==> src/hw/rtl/vertical_swipe_gesture_detector_assert.svh <==
// ----------------------------------------------------------------------------
// Assertion macros for the vertical swipe gesture detector
// Concurrent checks that compile away when SYNTHESIS is defined.
// ----------------------------------------------------------------------------
`ifndef VERTICAL_SWIPE_GESTURE_DETECTOR_ASSERT_SVH
`define VERTICAL_SWIPE_GESTURE_DETECTOR_ASSERT_SVH

`ifndef SYNTHESIS

// Same-cycle implication, checked out of reset.
`define VSGD_ASSERT_IMPL(label, clk, rstn, ante, cons, msg) \
    label: assert property (@(posedge clk) disable iff (!rstn) (ante) |-> (cons)) \
        else $error(msg);

// Next-cycle implication, checked out of reset.
`define VSGD_ASSERT_NEXT(label, clk, rstn, ante, cons, msg) \
    label: assert property (@(posedge clk) disable iff (!rstn) (ante) |=> (cons)) \
        else $error(msg);

`else

`define VSGD_ASSERT_IMPL(label, clk, rstn, ante, cons, msg)
`define VSGD_ASSERT_NEXT(label, clk, rstn, ante, cons, msg)

`endif

`endif

==> src/hw/rtl/vsgd_pkg.sv <==
// ----------------------------------------------------------------------------
// Vertical swipe gesture detector package
// Payload types, register indexes, gesture codes and reset values.
// ----------------------------------------------------------------------------
package vsgd_pkg;

    // One touch report.
    typedef struct packed {
        logic        touch_down;
        logic [11:0] pos_x;
        logic [11:0] pos_y;
        logic [31:0] time_ms;
    } touch_in_t;

    // One classification result.
    typedef struct packed {
        logic [1:0] gesture;
        logic       suppressed;
    } gesture_out_t;

    // Configuration register indexes.
    localparam logic [2:0] REG_TOP_EDGE       = 3'd0;
    localparam logic [2:0] REG_BOTTOM_EDGE    = 3'd1;
    localparam logic [2:0] REG_MIN_VERT       = 3'd2;
    localparam logic [2:0] REG_MIN_DURATION   = 3'd3;
    localparam logic [2:0] REG_MAX_DURATION   = 3'd4;
    localparam logic [2:0] REG_COOLDOWN       = 3'd5;

    // Gesture codes.
    localparam logic [1:0] SWIPE_NONE = 2'd0;
    localparam logic [1:0] SWIPE_UP   = 2'd1;
    localparam logic [1:0] SWIPE_DOWN = 2'd2;

    // Register reset values.
    localparam logic [11:0] TOP_EDGE_RST     = 12'd36;
    localparam logic [11:0] BOTTOM_EDGE_RST  = 12'd235;
    localparam logic [11:0] MIN_VERT_RST     = 12'd180;
    localparam logic [15:0] MIN_DURATION_RST = 16'd120;
    localparam logic [15:0] MAX_DURATION_RST = 16'd2200;
    localparam logic [15:0] COOLDOWN_RST     = 16'd3000;

endpackage

==> src/hw/rtl/vertical_swipe_gesture_detector.sv <==
// ----------------------------------------------------------------------------
// Vertical swipe gesture detector
// Two register stages, input and result, lie between a report and its result.
// Throughput: one report per cycle while the output is not stalled; the stroke
// state updates in the same cycle that moves a report from the input register
// to the result register.
// Reset (aresetn low, synchronous): registers return to defaults, the stroke
// and cooldown state clear, and both pipeline stages empty.
// ----------------------------------------------------------------------------
`include "vertical_swipe_gesture_detector_assert.svh"

module vertical_swipe_gesture_detector
    import vsgd_pkg::*;
(
    input  logic          aclk,
    input  logic          aresetn,

    input  logic          s_valid,
    output logic          s_ready,
    input  touch_in_t     s_data,

    output logic          m_valid,
    input  logic          m_ready,
    output gesture_out_t  m_data,

    input  logic          cfg_valid,
    output logic          cfg_ready,
    input  logic [2:0]    cfg_index,
    input  logic [15:0]   cfg_data
);

    // Configuration registers.
    logic [11:0] top_edge_reg;
    logic [11:0] bottom_edge_reg;
    logic [11:0] min_vert_reg;
    logic [15:0] min_dur_reg;
    logic [15:0] max_dur_reg;
    logic [15:0] cooldown_reg;

    // Stroke state.
    logic        tracking_reg,     tracking_next;
    logic [11:0] start_x_reg,      start_x_next;
    logic [11:0] start_y_reg,      start_y_next;
    logic [31:0] start_time_reg,   start_time_next;
    logic [32:0] cooldown_end_reg, cooldown_end_next;

    // Pipeline registers.
    logic         in_valid_reg;
    touch_in_t    in_data_reg;
    logic         out_valid_reg;
    gesture_out_t out_data_reg, out_data_next;

    logic advance;

    // Classification terms.
    logic [12:0] dx, dy;
    logic [11:0] adx, ady;
    logic [13:0] adx_x4, ady_x3;
    logic [32:0] duration;
    logic        dur_ok, travel_ok, slope_ok, is_up, is_down;
    logic [1:0]  dir;
    logic        in_cooldown;

    // Handshakes: the input stage moves on whenever the result register frees up.
    assign advance   = in_valid_reg && (!out_valid_reg || m_ready);
    assign s_ready   = !in_valid_reg || advance;
    assign m_valid   = out_valid_reg;
    assign m_data    = out_data_reg;
    assign cfg_ready = 1'b1;

    // Configuration writes.
    always_ff @(posedge aclk) begin
        if (!aresetn) begin
            top_edge_reg    <= TOP_EDGE_RST;
            bottom_edge_reg <= BOTTOM_EDGE_RST;
            min_vert_reg    <= MIN_VERT_RST;
            min_dur_reg     <= MIN_DURATION_RST;
            max_dur_reg     <= MAX_DURATION_RST;
            cooldown_reg    <= COOLDOWN_RST;
        end else if (cfg_valid) begin
            case (cfg_index)
                REG_TOP_EDGE:     top_edge_reg    <= cfg_data[11:0];
                REG_BOTTOM_EDGE:  bottom_edge_reg <= cfg_data[11:0];
                REG_MIN_VERT:     min_vert_reg    <= cfg_data[11:0];
                REG_MIN_DURATION: min_dur_reg     <= cfg_data;
                REG_MAX_DURATION: max_dur_reg     <= cfg_data;
                REG_COOLDOWN:     cooldown_reg    <= cfg_data;
                default: ;
            endcase
        end
    end

    // Stroke geometry, measured against the release report's point.
    always_comb begin
        dx       = {1'b0, in_data_reg.pos_x} - {1'b0, start_x_reg};
        dy       = {1'b0, in_data_reg.pos_y} - {1'b0, start_y_reg};
        adx      = dx[12] ? 12'(-dx) : dx[11:0];
        ady      = dy[12] ? 12'(-dy) : dy[11:0];
        adx_x4   = {adx, 2'b00};
        ady_x3   = {2'b00, ady} + {1'b0, ady, 1'b0};
        duration = {1'b0, in_data_reg.time_ms} - {1'b0, start_time_reg};

        // A negative duration fails the lower bound.
        dur_ok    = !duration[32]
                    && (duration[31:0] >= {16'd0, min_dur_reg})
                    && (duration[31:0] <= {16'd0, max_dur_reg});
        travel_ok = ady >= min_vert_reg;
        slope_ok  = adx_x4 <= ady_x3;
        is_up     = (start_y_reg >= bottom_edge_reg) && (in_data_reg.pos_y <= top_edge_reg)
                    && dy[12];
        is_down   = (start_y_reg <= top_edge_reg) && (in_data_reg.pos_y >= bottom_edge_reg)
                    && !dy[12] && (dy != 13'd0);

        if (!(dur_ok && travel_ok && slope_ok)) begin
            dir = SWIPE_NONE;
        end else if (is_up) begin
            dir = SWIPE_UP;
        end else if (is_down) begin
            dir = SWIPE_DOWN;
        end else begin
            dir = SWIPE_NONE;
        end

        in_cooldown = {1'b0, in_data_reg.time_ms} < cooldown_end_reg;
    end

    // Next stroke state and result for the report in the input register.
    always_comb begin
        tracking_next     = tracking_reg;
        start_x_next      = start_x_reg;
        start_y_next      = start_y_reg;
        start_time_next   = start_time_reg;
        cooldown_end_next = cooldown_end_reg;
        out_data_next     = '{gesture: SWIPE_NONE, suppressed: 1'b0};

        if (in_data_reg.touch_down && !tracking_reg) begin
            // Press: latch the start point and time.
            tracking_next   = 1'b1;
            start_x_next    = in_data_reg.pos_x;
            start_y_next    = in_data_reg.pos_y;
            start_time_next = in_data_reg.time_ms;
        end else if (!in_data_reg.touch_down && tracking_reg) begin
            // Release: classify, then emit or suppress.
            tracking_next = 1'b0;
            if (dir != SWIPE_NONE) begin
                if (in_cooldown) begin
                    out_data_next.suppressed = 1'b1;
                end else begin
                    out_data_next.gesture = dir;
                    cooldown_end_next     = {1'b0, in_data_reg.time_ms}
                                            + {17'd0, cooldown_reg};
                end
            end
        end
    end

    // Stroke state registers.
    always_ff @(posedge aclk) begin
        if (!aresetn) begin
            tracking_reg     <= 1'b0;
            start_x_reg      <= '0;
            start_y_reg      <= '0;
            start_time_reg   <= '0;
            cooldown_end_reg <= '0;
        end else if (advance) begin
            tracking_reg     <= tracking_next;
            start_x_reg      <= start_x_next;
            start_y_reg      <= start_y_next;
            start_time_reg   <= start_time_next;
            cooldown_end_reg <= cooldown_end_next;
        end
    end

    // Input register: takes a transfer whenever it is empty or draining.
    always_ff @(posedge aclk) begin
        if (!aresetn) begin
            in_valid_reg <= 1'b0;
        end else if (s_ready) begin
            in_valid_reg <= s_valid;
        end
    end

    always_ff @(posedge aclk) begin
        if (s_valid && s_ready) begin
            in_data_reg <= s_data;
        end
    end

    // Result register.
    always_ff @(posedge aclk) begin
        if (!aresetn) begin
            out_valid_reg <= 1'b0;
        end else if (advance) begin
            out_valid_reg <= 1'b1;
        end else if (m_ready) begin
            out_valid_reg <= 1'b0;
        end
    end

    always_ff @(posedge aclk) begin
        if (advance) begin
            out_data_reg <= out_data_next;
        end
    end

    // A result never reports a gesture and a suppression together.
    `VSGD_ASSERT_IMPL(a_excl_result, aclk, aresetn, m_valid,
        !(m_data.suppressed && (m_data.gesture != SWIPE_NONE)),
        "gesture and suppressed both set")

    // Backpressure only when both stages are full and the output is stalled.
    `VSGD_ASSERT_IMPL(a_ready_low, aclk, aresetn, !s_ready,
        in_valid_reg && out_valid_reg && !m_ready,
        "input stalled without a full pipeline")

    // Tracking ends only by a release report moving through.
    `VSGD_ASSERT_IMPL(a_track_fall, aclk, aresetn, $fell(tracking_reg),
        $past(advance) && !$past(in_data_reg.touch_down),
        "tracking cleared without a release")

    // An emitted gesture re-arms the cooldown from the release time.
    `VSGD_ASSERT_NEXT(a_cooldown_arm, aclk, aresetn,
        advance && (out_data_next.gesture != SWIPE_NONE),
        cooldown_end_reg == ({1'b0, $past(in_data_reg.time_ms)}
                             + {17'd0, $past(cooldown_reg)}),
        "cooldown not re-armed after emission")

endmodule
==> config.mk <==
export PLATFORM = sky130hd
export DESIGN_NAME = vertical_swipe_gesture_detector
export DESIGN_NICKNAME = d
export VERILOG_FILES = /design/src/hw/rtl/vsgd_pkg.sv /design/src/hw/rtl/vertical_swipe_gesture_detector.sv
export VERILOG_INCLUDE_DIRS = /design/src /design/src/hw/rtl
export SDC_FILE = /design/constraint.sdc
export NUM_CORES = 1
export LEC_CHECK = 0
export BUFFER_PORTS_ARGS = -buffer_cell sky130_fd_sc_hd__buf_2
export CORE_MARGIN = 1
export CORE_UTILIZATION = 55
export DETAILED_ROUTE_END_ITERATION = 12
export GPL_TIMING_DRIVEN = 0
export PLACE_DENSITY = 0.73
export SKIP_LAST_GASP = 1
export SLEW_MARGIN = 10
export SYNTH_ARGS = -nofsm -noshare
export SYNTH_HDL_FRONTEND = slang
export SYNTH_SLANG_ARGS = --single-unit
==> constraint.sdc <==
create_clock -name aclk -period 9.1 [get_ports aclk]
set_input_delay 2.73 -clock aclk [delete_from_list [all_inputs] [get_ports aclk]]
set_output_delay 2.73 -clock aclk [all_outputs]
set_load 0.02 [all_outputs]
# Word level (Yosys, flattened, before mapping)

Index checks and enable logic that the tools add are counted.

Register bits: 236
Input port bits: 81
Output and inout bits: 6

Muxes and demuxes: 10
Reduce and logical (&&, ||, !) cells: 37
Equality and inequality tests: 5
Magnitude comparators: 9
$add $sub $neg: 7
Bitwise operators: 4

Operators by type and width:

| cell                                                            | number |
|---|---|
| 12-bit >= comparator                                            | 3 |
| 32-bit by 16-bit adder with 33-bit output                       | 1 |
| 32-bit by 33-bit < comparator with 1-bit output                 | 1 |
| 32-bit by 32-bit subtractor with 33-bit output                  | 1 |
| 32-bit by 16-bit >= comparator with 1-bit output                | 1 |
| 32-bit by 16-bit <= comparator with 1-bit output                | 1 |
| 12-bit by 12-bit subtractor with 13-bit output                  | 2 |
| 12-bit <= comparator                                            | 2 |
| 12-bit two-way mux                                              | 2 |
| 12-bit negator                                                  | 2 |
| 2-bit AND reduction                                             | 8 |
| 12-bit by 13-bit adder with 14-bit output                       | 1 |
| 14-bit <= comparator                                            | 1 |
| 1-bit logical AND                                               | 13 |
| 13-bit nonzero test                                             | 1 |
| 3-bit by 2-bit == test with 1-bit output, second input constant | 2 |
| 3-bit == test, second input constant                            | 2 |
| 1-bit logical NOT                                               | 6 |
| 2-bit two-way mux                                               | 3 |
| 2-bit nonzero test                                              | 3 |
| 1-bit two-way mux                                               | 5 |
| 5-bit AND reduction                                             | 1 |
| 1-bit inverter                                                  | 4 |
| 4-bit OR reduction                                              | 1 |
| 4 further kinds                                                 | 5 |

# Logic depth before layout (Yosys ltp)

Depth after elaboration: 10
Depth in mapped cells: 34
Depth with buffers taken out: 30

# Worst setup path after synthesis

No wires, ideal clock.

Path type: flip-flop to flip-flop
From: register in_data_reg[32] (netlist name)
To: register cooldown_end_reg[20]
Period minus slack after synthesis: 6.637 ns
Arrival: 6.495 ns
Buffers on the path: 4
Slack: 2.463 ns
Data required time: 8.958 ns
Stages on the path, launching flop included: 34
Path through: edfxtp_1 inv_1 ha_1 fa_1 nand2b_1 a211oi_1 o2111a_1 or2_1 buf_4 nor2_1 xnor2_1 ha_1 nand3_1 a2111oi_0 o31a_1 o31ai_1 a21oi_1 nand2_1 a2111oi_0 a311oi_1 ha_1 nand4_1 nor4_1 nor4b_1 a211oi_1 nor3_1 and4_1 nand4_1 and4bb_1 buf_6 and3_1 buf_6 buf_12 a211oi_2

Longest elaborated chain between the ends: 9
Elaborated cells on any way between the ends: 22
Classes of those cells: add/sub (3); order compare (4); mux (4); reduce/logical (11)

RTL lines:

| item                                                                                   | RTL line                                                                       | RTL |
|---|---|---|
| from (decl)                                                                            | vertical_swipe_gesture_detector.sv:49                                          | `touch_in_t in_data_reg;` |
| from (signal assigned)                                                                 | vertical_swipe_gesture_detector.sv:185                                         | `in_data_reg <= s_data;` |
| 12-bit by 12-bit subtractor with 13-bit output or 12-bit >= comparator (tied branches) | vertical_swipe_gesture_detector.sv:96, vertical_swipe_gesture_detector.sv:111  |  |
| 12-bit negator (tied with other cells)                                                 | vertical_swipe_gesture_detector.sv:98                                          | `ady = dy[12] ? 12'(-dy) : dy[11:0];` |
| 12-bit two-way mux or 1-bit logical AND (tied branches)                                | vertical_swipe_gesture_detector.sv:98, vertical_swipe_gesture_detector.sv:112  |  |
| 12-bit by 13-bit adder with 14-bit output (tied with other cells)                      | vertical_swipe_gesture_detector.sv:100                                         | `ady_x3 = {2'b00, ady} + {1'b0, ady, 1'b0};` |
| 14-bit <= comparator (tied with other cells)                                           | vertical_swipe_gesture_detector.sv:108                                         | `slope_ok = adx_x4 <= ady_x3;` |
| 1-bit logical AND or 2-bit two-way mux (tied branches)                                 | vertical_swipe_gesture_detector.sv:114, vertical_swipe_gesture_detector.sv:116 |  |
| 2-bit two-way mux *                                                                    | vertical_swipe_gesture_detector.sv:114                                         | `if (!(dur_ok && travel_ok && slope_ok)) begin` |
| 2-bit nonzero test *                                                                   | vertical_swipe_gesture_detector.sv:145                                         | `if (dir != SWIPE_NONE) begin` |
| 5-bit AND reduction (no line) *                                                        | --                                                                             |  |
| to (signal assigned)                                                                   | vertical_swipe_gesture_detector.sv:170                                         | `cooldown_end_reg <= cooldown_end_next;` |
| to (decl)                                                                              | vertical_swipe_gesture_detector.sv:45                                          | `logic [32:0] cooldown_end_reg, cooldown_end_next;` |

Mark *: on every way between the ends. The rest lies on a longest branch, timed or not.
A chain may end at the register's enable or synchronous reset.

# Worst setup path after layout

From: register in_data_reg[32] (netlist name)
To: register cooldown_end_reg[28]

The elaborated chain is that of the path after synthesis.

==> summary.txt <==
Drc violations -> 0
Distinct cell type count after synthesis -> 88
Vias in the first global route -> 14210
Syn avg cell area -> 8.197 um2
Slowest stage cell, crit path -> a2111oi_0
Slew Limit Fails -> 0
1st-pass router iterations -> 5
RSZ-0062 raised after global routing -> no
Die Y -> 176.4 um
Die W -> 176.4 um
Initial antenna violation count -> 0
Crit. End Element -> flop
Row count -> 63
Dpl hpwl -> 35100 um
Total power -> 3177 uW
Setup CP Type -> flop to flop
Detailed router's first-iteration violation count -> 977
Commonest non-fill, non-tap cells in the layout -> 344 x nand2_1, 222 x a21oi_1, 217 x ha_1
Fin crit share -> 0.9238
Antenna diodes -> 0
Power Dens Cells -> 170.7 nW/um2
Worst-Skew Late Latency -> 0.57 ns
Post-synthesis register bit count -> 236
Routed length per instance -> 17.58 um
Crit path buf inv count -> 5
Top cells by area, synth -> dfxtp_1 21%, ha_1 16%, edfxtp_1 11%
YS warnings -> 0
WHS -> 0.4530 ns
Pleak -> 0.007334 uW
Cell Area, Synth -> 16730 um2
Minimum clock period -> 8.406 ns
Vias per std cell -> 5.768
Clk slew on worst S/H paths -> 0.06 ns
GP Congestion -> 0.9455
Initial core utilization -> 0.5615
DRT antenna net count -> 0
Register Area -> 5325 um2
Post-synth EDFFs -> 60
Worst r2r src -> in_data_reg[32]$_DFFE_PP_
Hold crit path type -> flop to flop
Cells resized by post-CTS repair -> 0
Worst-case clock buffer depth -> 3
Leading area contributor after synthesis -> dfxtp_1
Setup bufs post-CTS -> 0
Fmax -> 0.1190 GHz
GR Overflow Total -> 0
Top Family by Delay on Critical Path -> compound AO/OA/AOI/OAI gates
Post-synth ARST share -> 0
Clk root buf -> clkbuf_16
Setup crit start kind -> flop
Synth-to-layout area growth -> 11.23%
Total routed wirelength -> 45210 um
Area of the core -> 29800 um2
CTS tree -> yes
Most common cell after layout, fill and taps aside -> nand2_1
Post-Synthesis Cells -> 2041
Final setup vio count -> 0
Filler cells -> 2661
Die Footprint -> 31120 um2
Worst EP arrival -> 8.83 ns
R2R Setup Slk -> 0.69 ns
Max reg flops -> 57
Status -> complete, no violations
Worst slew pin tran -> 0.8892 ns
Critical Path Source -> in_data_reg[32]$_DFFE_PP_
CTS HTree Levels -> 1
CP peak stage delay -> 0.60 ns
Hold Buf Count CTS -> 0
Maximum resistive drop on vdd -> 138.7 uV
Nets -> 2463
Clock Sinks -> 236
First-pass GRT wire length -> 72180 um
Pin count of the biggest net entering global routing -> 58
Sequential fraction of the synthesis area -> 0.3183
Max cap viols -> 0
Worst Skew -> 0.03258 ns
Final hold violation count -> 0
Most used cell along the critical path -> ha_1
Synth top area share -> 0.2106
CP required -> 9.52 ns
GRT Total Usage -> 0.2919
Main synth FF type -> dfxtp_1
Ratio of cells with drive above 1 in the final layout -> 0.08616
Total CTS buffers -> 28
Multi-input combinational cell area -> 10340 um2
Hold path startpoint -> start_x_reg[9]$_SDFFE_PN0P_
CP max FO -> 10
I/O Buffers -> 85
Slew margin rel. -> 0.4030
Setup TNS -> 0 ns
Syn_nets -> 2344
Vias -> 14840
IO Pins -> 87
routing by layer:
metal | routed length [um] | track usage | vias up
li1 | - | - | 7469
met1 | 19880 | 0.3668 | 6865
met2 | 21220 | 0.5057 | 390
met3 | 2213 | 0.03575 | 112
met4 | 1898 | 0.1178 | 0
met5 | 0 | 0 | -
synth_stat cells, drive strengths merged, types with 37 or more instances:
cell    number
a21o        37
a21oi      225
clkbuf      51
dfxtp      176
edfxtp      60
ha         217
inv        191
nand2      345
nand3       42
nor2        94
o211ai      44
o21ai       70
xnor2       57
layout make-up:
class	instances	area share
multi-input cells	1541	0.5557
clock inverters	7	0.004101
plain buffers	73	0.01882
inverters	191	0.03852
repair buffers	89	0.02447
clock buffers	45	0.04605
flip-flops and latches	236	0.2861
well taps	390	0.02622
worst reg2reg max path: cells and delay by family (launching register included):
kind	cells	cell delay [ns]
AO/OA/AOI/OAI	10	2.78
flip-flops	1	0.41
AND/OR/NAND/NOR	13	2.65
adder cells (fa/ha/maj)	4	1.25
buffers and inverters	5	0.75
XOR/XNOR	1	0.44
logic make-up after synthesis:
group	Yosys count	synth area share
AO/OA/AOI/OAI	546	0.2122
XOR/XNOR	91	0.04764
adder cells (fa/ha/maj)	222	0.1683
buffers and inverters	264	0.06379
flip-flops	236	0.3183
multiplexers	6	0.003814
other	1	0.0002241
AND/OR/NAND/NOR	675	0.1858
final timing paths:
kind,end,depth (start not counted)
hold / removal,start_x_reg[9]$_SDFFE_PN0P_,2
setup reg to reg,cooldown_end_reg[28]$_SDFFE_PN0P_,33
hold reg to reg,start_x_reg[9]$_SDFFE_PN0P_,2
setup / recovery,cooldown_end_reg[28]$_SDFFE_PN0P_,33
report_power, final:
part	internal [uW]	total [uW]	switching, uW
Sequential	1110	1150	34.4
Combinational	369	901	532
Clock	673	1130	456
stage by stage:
| step | setup slack, ns | cells | utilization | cell area (um2) |
|---|---|---|---|---|
| 2_1_floorplan | 2.463 | 2041 | - | 16730 |
| 3_3_place_gp | 0.7945 | 2516 | 0.5922 | 17640 |
| 3_5_place_dp | 0.7297 | 2516 | 0.5923 | 17650 |
| 4_1_cts | 0.6473 | 2568 | 0.6236 | 18580 |
| 5_1_grt | 0.006775 | 2572 | 0.6246 | 18610 |
| 6_report | 0.6939 | 2572 | 0.6246 | 18610 |
Note: power is estimated with default switching activity, not from simulation.
